$ cat src/rsst_pkg.sv
// ----------------------------------------------------------------------------
// rsst_pkg: shared types and constants for the range sum segment tree unit
// Field widths, item and status codes, and the controller/datapath bundles.
// ----------------------------------------------------------------------------
package rsst_pkg;

    localparam int IDX_W = 10;   // element / range index field
    localparam int VAL_W = 32;   // element value field
    localparam int SUM_W = 42;   // node sums and result sum
    localparam int CNT_W = 11;   // element_count register

    localparam int DEF_MAX_ELEMENTS = 1024;
    localparam int DEF_VALUE_BITS   = 32;

    localparam logic [CNT_W-1:0] CNT_RESET = 11'd1024;

    // item command codes
    localparam logic CMD_WRITE = 1'b0;
    localparam logic CMD_QUERY = 1'b1;

    // result status codes
    localparam logic STATUS_OK        = 1'b0;
    localparam logic STATUS_BAD_RANGE = 1'b1;

    // controller -> datapath commands
    typedef struct packed {
        logic clr;      // write zero at sweep address, advance sweep
        logic load;     // capture the accepted item
        logic w_leaf;   // write leaf, fetch its sibling
        logic w_up;     // write parent sum, fetch next sibling
        logic q_init;   // fetch node at l
        logic q_l;      // fold left node, fetch node at r-1
        logic q_r;      // fold right node, shift bounds, fetch new l
        logic emit;     // register the result
    } t_dp_cmd;

    // datapath -> controller status
    typedef struct packed {
        logic clr_last; // sweep at last node
        logic wr_ok;    // captured write index inside the array
        logic up_root;  // parent being written is the root
        logic invalid;  // captured range has start past clamped end
        logic more;     // bounds after this level still open
    } t_dp_stat;

endpackage

$ cat src/rsst_ctrl.sv
// ----------------------------------------------------------------------------
// rsst_ctrl: sequencer for the range sum segment tree unit
// Runs the clearing sweep, the leaf-to-root update and the range walk.
// ----------------------------------------------------------------------------
module rsst_ctrl (
    input  logic               i_clk,
    input  logic               i_rst_n,
    input  logic               start,
    input  logic               i_cmd,
    output logic               busy,
    input  rsst_pkg::t_dp_stat i_stat,
    output rsst_pkg::t_dp_cmd  o_cmd
);

    typedef enum logic [2:0] {
        S_CLEAR,
        S_IDLE,
        S_W_LEAF,
        S_W_UP,
        S_Q_INIT,
        S_Q_L,
        S_Q_R
    } t_state;

    t_state r_state;
    t_state n_state;

    always_comb begin
        n_state = r_state;
        o_cmd   = '0;
        case (r_state)
            S_CLEAR: begin
                o_cmd.clr = 1'b1;
                if (i_stat.clr_last) begin
                    n_state = S_IDLE;
                end
            end
            S_IDLE: begin
                if (start) begin
                    o_cmd.load = 1'b1;
                    n_state = (i_cmd == rsst_pkg::CMD_QUERY) ? S_Q_INIT : S_W_LEAF;
                end
            end
            S_W_LEAF: begin
                if (i_stat.wr_ok) begin
                    o_cmd.w_leaf = 1'b1;
                    n_state = S_W_UP;
                end else begin
                    n_state = S_IDLE;
                end
            end
            S_W_UP: begin
                o_cmd.w_up = 1'b1;
                if (i_stat.up_root) begin
                    n_state = S_IDLE;
                end
            end
            S_Q_INIT: begin
                if (i_stat.invalid) begin
                    o_cmd.emit = 1'b1;
                    n_state = S_IDLE;
                end else begin
                    o_cmd.q_init = 1'b1;
                    n_state = S_Q_L;
                end
            end
            S_Q_L: begin
                o_cmd.q_l = 1'b1;
                n_state = S_Q_R;
            end
            S_Q_R: begin
                o_cmd.q_r = 1'b1;
                if (i_stat.more) begin
                    n_state = S_Q_L;
                end else begin
                    o_cmd.emit = 1'b1;
                    n_state = S_IDLE;
                end
            end
            default: begin
                n_state = S_IDLE;
            end
        endcase
    end

    always_ff @(posedge i_clk) begin
        if (!i_rst_n) begin
            r_state <= S_CLEAR;
        end else begin
            r_state <= n_state;
        end
    end

    assign busy = (r_state != S_IDLE);

endmodule

$ cat config.mk
export PLATFORM = sky130hd
export DESIGN_NAME = rsst_ctrl
export DESIGN_NICKNAME = d
export VERILOG_FILES = /design/src/rsst_pkg.sv /design/src/rsst_ctrl.sv
export SDC_FILE = /design/constraint.sdc
export NUM_CORES = 1
export LEC_CHECK = 0
export ABC_AREA = 1
export BUFFER_PORTS_ARGS = -buffer_cell sky130_fd_sc_hd__buf_2
export CAP_MARGIN = 25
export CORE_AREA = 2 2 39 41
export DETAILED_ROUTE_END_ITERATION = 16
export DIE_AREA = 0 0 41 43
export PLACE_DENSITY = 0.47
export SETUP_SLACK_MARGIN = 0.5
export SLEW_MARGIN = 25
export SYNTH_ARGS = -nofsm -noshare
export SYNTH_HDL_FRONTEND = slang
export SYNTH_SLANG_ARGS = --single-unit
$ cat constraint.sdc
create_clock -name i_clk -period 1.83 [get_ports i_clk]
set_input_delay 0.0915 -clock i_clk [delete_from_list [all_inputs] [get_ports i_clk]]
set_output_delay 0.0915 -clock i_clk [all_outputs]
set_load 0.01 [all_outputs]
==> impl_metrics.tcl, run 1 <==
set metrics [dict create \
    dr.pass1.iters 3 \
    min_period_over_period 0.6579 \
    worst_setup_path_end_kind "output pin" \
    area_growth_pct 38.43 \
    switching_power_uw 101.5 \
    clock_sinks 3 \
    htree_levels 1 \
    die_w_um 41 \
    syn_nets 59 \
    relSlewSlack 0.8666 \
    grt_pass1_vias 327 \
    grt_max_degree 10 \
    layout-drive-gt1-share 0.4493 \
    seqPwrFrac 0.290 \
    top_regs "r_state: 3 flops" \
    synth_warnings 0 \
    dp_hpwl_um 592.6 \
    largest_reg_flops 3 \
    drt.antenna.violating_nets 0 \
    hold_class "input port to register" \
    max_freq_mhz 830.5 \
    post_cts_buffers 0 \
    intPower_uw 188.1 \
    combPwrFrac 0.285 \
    clkPwrFrac 0.425 \
    synth_edf_count 0 \
    critPathKind "register to output pin" \
    outcome "complete, no violations" \
    drt_iter0_drc 7 \
    cts_buffers 3 \
    seq_area_frac_synth 0.1983 \
    start_util 0.2188 \
    fin_cells 85 \
    critPathArrivalTime_ns 1.11 \
    clockRootBuffer "clkbuf_4" \
    drt_wl_total_um 760 \
    gr-total-overflow 0 \
    dp_cells 81 \
    n_antenna_cell 0 \
    p_per_area_mw_per_mm2 690.8 \
    core_area_mm2 0.001384 \
    fin_worst_skew_ns 0.01013 \
    peakVddDrop_uv 243.9 \
    slew_violations 0 \
    ys_seq_elements 3 \
    multiInputGateArea_um2 171.4 \
    core.rowCount 14 \
    seq_area_um2 63.81 \
    tns_ns 0 \
    worst_pin_slew_ns 0.2001 \
    fill_cells 156 \
    clk_pin_slew_worst_paths_ns 0.04 \
    period_needed_ns 1.204 \
    io_buffers 17 \
    hold_viol_final 0 \
    max_cap_viol_count 0 \
    path_max_fanout 7 \
    setup-violations-final 0 \
    die_area_mm2 0.001763 \
    fin_util 0.3029 \
    vias 355 \
    viasPerCell 4.176 \
    grt_usage 0.1042 \
    fp.dieH_um 43 \
    drc 0 \
    critical_path_required_ns 1.74 \
    ios 18 \
    synth-main-ff-cell "dfxtp_1" \
    switching_share 0.3504 \
    antenna_found_initial 0 \
    nets 79 \
    insertion_delay_ns 0.24 \
    gp_congestion 0.6508 \
    syn_area_um2 302.8 \
    async_reset_ff_frac 0 \
    whs_ns 0.08221 \
    avgSynthCellArea_um2 6.056 \
    synthCells 50 \
    grt_pass1_wl_mm 1.200 \
    drt-wirelength-per-cell_um 8.941 \
    cts_tree "yes" \
    start_kind "register" \
    rsz0062_at_grt "no" \
    clk_path_buf_depth 2 \
    power_leakage_nw 0.2781 \
    synth_cell_types 17 \
    regMostFlops "r_state" \
]
[routing by layer]
layer	vias up	wire length (um)	share of wire	track usage
met5	-	0	0	0
met4	0	21	0.028	0.1000
met3	2	44	0.058	0.01571
met2	11	332	0.44	0.1500
met1	150	362	0.48	0.1214
li1	192	-	-	-
[what timing repair did]
action	4_1_cts	5_1_grt
hold buffers	0	0
gates resized for setup	0	3
endpoints found under the setup margin	0	3
[final cells by class]
cell class | instances | area share
flip-flops and latches | 3 | 0.1522
repair buffers | 17 | 0.2030
clock buffers | 4 | 0.06269
well taps | 16 | 0.04776
inverters | 14 | 0.1254
multi-input cells | 31 | 0.4090
[worst max-delay path, stage by stage (launching register included)]
cell and delay [ns]:
dfxtp_2 0.34, inv_2 0.13, nand3_1 0.10, o21ai_0 0.14, buf_2 0.15
[power by group through the flow]
stage	Combinational [mW]	Sequential (mW)	Clock, mW
6_report	0.0825	0.0839	0.123
5_1_grt	0.0929	0.0853	0.130
4_1_cts	0.0828	0.0829	0.125
3_5_place_dp	0.0821	0.0840	0
3_3_place_gp	0.0828	0.0835	0
2_1_floorplan	0.0644	0.0763	0
[placed cells by master, fill, tap and decap left out, types with 2 or more instances in the layout]
master / n
nand4_1: 4
inv_2: 2
nor2_4: 2
clkbuf_4: 3
dfxtp_2: 3
buf_2: 17
nor2_1: 3
nand3_1: 4
nand2_1: 11
inv_1: 12
[synthesized netlist by cell type, types with 2 or more instances]
cell type / number / area [um2]
inv_1: 12 / 45.04
nand2_1: 11 / 41.29
nand3_1: 4 / 20.02
nand4_1: 4 / 25.02
dfxtp_1: 3 / 60.06
nor2_1: 3 / 11.26
inv_2: 2 / 7.510
nor2_4: 2 / 22.52
[through the flow]
stage	instance area, um2	total power, mW	worst slack (ns)
6_report	419.2	0.2896	0.6260
5_1_grt	419.2	0.3087	0.5168
4_1_cts	415.4	0.2901	0.5095
3_5_place_dp	389.1	0.1661	0.7157
3_3_place_gp	389.1	0.1663	0.7198
2_1_floorplan	302.8	0.1407	0.8370
[cells by family (layout without fill, tap and decap cells)]
group / after synthesis / count (layout) / share of synthesized area
and+or+nand+nor: 28 / 28 / 0.5000
buffers and inverters: 16 / 35 / 0.2355
AOI/OAI and AO/OA: 3 / 3 / 0.06612
DFF: 3 / 3 / 0.1984
[worst paths after layout]
path                                 start  cells past startpoint  slack [ns]         end
worst min register to register  r_state[1]                      2        0.65  r_state[0]
worst min-delay path               i_rst_n                      3        0.08  r_state[0]
worst max register to register  r_state[1]                      6        0.82  r_state[1]
worst max-delay path            r_state[0]                      4        0.63    o_cmd[0]
Note: power is estimated with default switching activity, not from simulation.
==> inputs of run 2 (changes only) <==
- PLACE_DENSITY: 0.47 -> 0.49
- clock period: 1.83 -> 1 ns (I/O delays scaled with it)
==> run 2 against run 1 <==
  * The flow now finishes with violations (setup timing)
  * Clock skew fell by 0.010 ns
  * Critical path depth did not move
  * Register-to-register slack got worse by 0.90 ns
  * Die area did not move
  * Sequential power rose by 82%
  * Clock power rose by 76%
  * Non-clock buffer count rose by 15
  * Global-route usage rose by 2.3 points
  * Highest routed layer unchanged
==> impl_metrics.tcl, run 2 (same netlist as run 1, synthesis figures left out) <==
set metrics [dict create \
    outcome "finished, violations left" \
    violations "setup timing" \
    combPwrFrac 0.393 \
    nets 94 \
    busiest_layer "met2" \
    grt_pass1_vias 411 \
    period_needed_ns 1.115 \
    power_leakage_nw 0.3519 \
    slew_violations 0 \
    antenna_found_initial 0 \
    grt_max_degree 9 \
    clock_sinks 3 \
    relSlewSlack 0.9123 \
    die_w_um 41 \
    die_area_mm2 0.001763 \
    core.rowCount 14 \
    dpl-instance-area_um2 454.2 \
    cp_num_buf_inv 2 \
    p_per_area_mw_per_mm2 1006 \
    switching_power_uw 203.8 \
    seqPwrFrac 0.251 \
    met2_usage 0.1875 \
    worst_path_max_delay_cell "dfxtp_4" \
    gr-total-overflow 0 \
    grt_pass1_wl_mm 1.490 \
    hold_viol_final 0 \
    dp_slack_ns -0.1217 \
    cpPeakStageDelay_ns 0.41 \
    grt_usage 0.1274 \
    max_freq_mhz 896.8 \
    setup_ws_ns -0.1151 \
    worst_pin_slew_ns 0.1306 \
    cts_tree "yes" \
    final_cell_mix "buf_2, buf_4, nand2_1" \
    insertion_delay_ns 0.23 \
    setup-violations-final 11 \
    drt_wl_total_um 854 \
    cp_cell_sequence "nand2_1 -> nor2_2 -> buf_4 -> buf_2" \
    cts_buffers 3 \
    critPathArrivalTime_ns 1.07 \
    dp_hpwl_um 620.2 \
    clkPwrFrac 0.356 \
    drt-wirelength-per-cell_um 8.540 \
    gp_congestion 0.6625 \
    regMostFlops "r_state" \
    max_cap_viol_count 0 \
    drc 0 \
    switching_share 0.3337 \
    final_common_cell "buf_2" \
    fin_cells 100 \
    intPower_uw 406.9 \
    fill_cells 146 \
    worst_setup_path_end_kind "output pin" \
    ios 18 \
    path_max_fanout 8 \
    io_buffers 17 \
    cp_top_family "flip-flops" \
    critical_path_required_ns 0.95 \
    dp_cells 87 \
    finalInstanceArea_um2 606.8 \
    clockRootBuffer "clkbuf_4" \
    clk_pin_slew_worst_paths_ns 0.04 \
    dr.pass1.iters 4 \
    rsz0062_at_grt "yes" \
    min_period_over_period 1.115 \
    core_area_mm2 0.001384 \
    fin_worst_skew_ns 0.00009065 \
    clk_path_buf_depth 2 \
    drt.antenna.violating_nets 0 \
    largest_reg_flops 3 \
    top_regs "r_state: 3 flops" \
    n_antenna_cell 0 \
    start_util 0.2188 \
    start_kind "register" \
    htree_levels 1 \
    vias 430 \
    hold_class "input port to register" \
    layout-drive-gt1-share 0.7143 \
    critPathKind "register to output pin" \
    peakVddDrop_uv 472.8 \
    fp.dieH_um 43 \
    area_growth_pct 100.4 \
    viasPerCell 4.300 \
    grtUsageMet1 0.1474 \
    drt_iter0_drc 7 \
    use_met3 0.03141 \
]
==> run 2: changes by cell type in the layout (fill, tap and decap cells not counted), sizes merged <==
| cell | previous run | this run |
|---|---|---|
| buf | 17 | 32 |
==> run 2: cell type report <==
cell class	count	area, um2	area share
timing repair buffer	32	234.0	0.3856
inverter	14	57.56	0.09485
sequential	3	71.32	0.1175
clock buffer	4	26.28	0.04330
tap	16	20.02	0.03299
multi-input combinational	31	197.7	0.3258
==> run 2: stage by stage <==
step,hold WS [ns],util,power [mW],setup TNS (ns)
final,0.05152,0.4385,0.6106,-0.8846
after global routing,0.05299,0.4385,0.6608,-1.723
after CTS,0.04550,0.4331,0.6145,-0.8223
after detailed placement,0.2925,0.3282,0.3313,-0.5451
after global placement,0.3005,0.3282,0.3328,-0.4242
after floorplan,0.1565,-,0.2704,0
==> run 2: worst paths after layout <==
path                                 start    endpoint  slack [ns]  cells after the start
worst max-delay path            r_state[1]    o_cmd[4]       -0.12                      4
worst min-delay path               i_rst_n  r_state[0]        0.05                      3
worst max register to register  r_state[2]  r_state[1]       -0.08                      7
worst min register to register  r_state[0]  r_state[2]        0.70                      4
==> run 2: metal layers <==
metal | up-vias | routed length, um
met2 | 16 | 450
met5 | - | 0
met1 | 188 | 315
met4 | 0 | 26
li1 | 222 | -
met3 | 4 | 62
==> run 2: worst min-delay path: cells and delay by family <==
family	cells	cell delay [ns]
compound gates	1	0.04
simple gates	1	0.06
buf+inv	1	0.10
==> run 2: what timing repair did <==
action                                 4_1_cts  5_1_grt
hold buffers                                 0        0
setup buffers                                8        1
setup endpoints to repair                   12       12
pin swaps                                    5        1
resized for setup                           20        0
endpoints found under the hold margin        0        0
==> run 2: power groups by stage <==
stage          sequential [mW]  clock [mW]  combinational [mW]
6_report                 0.153       0.217               0.240
5_1_grt                  0.156       0.238               0.267
4_1_cts                  0.154       0.224               0.237
3_5_place_dp             0.156           0               0.175
3_3_place_gp             0.158           0               0.175
2_1_floorplan            0.144           0               0.127
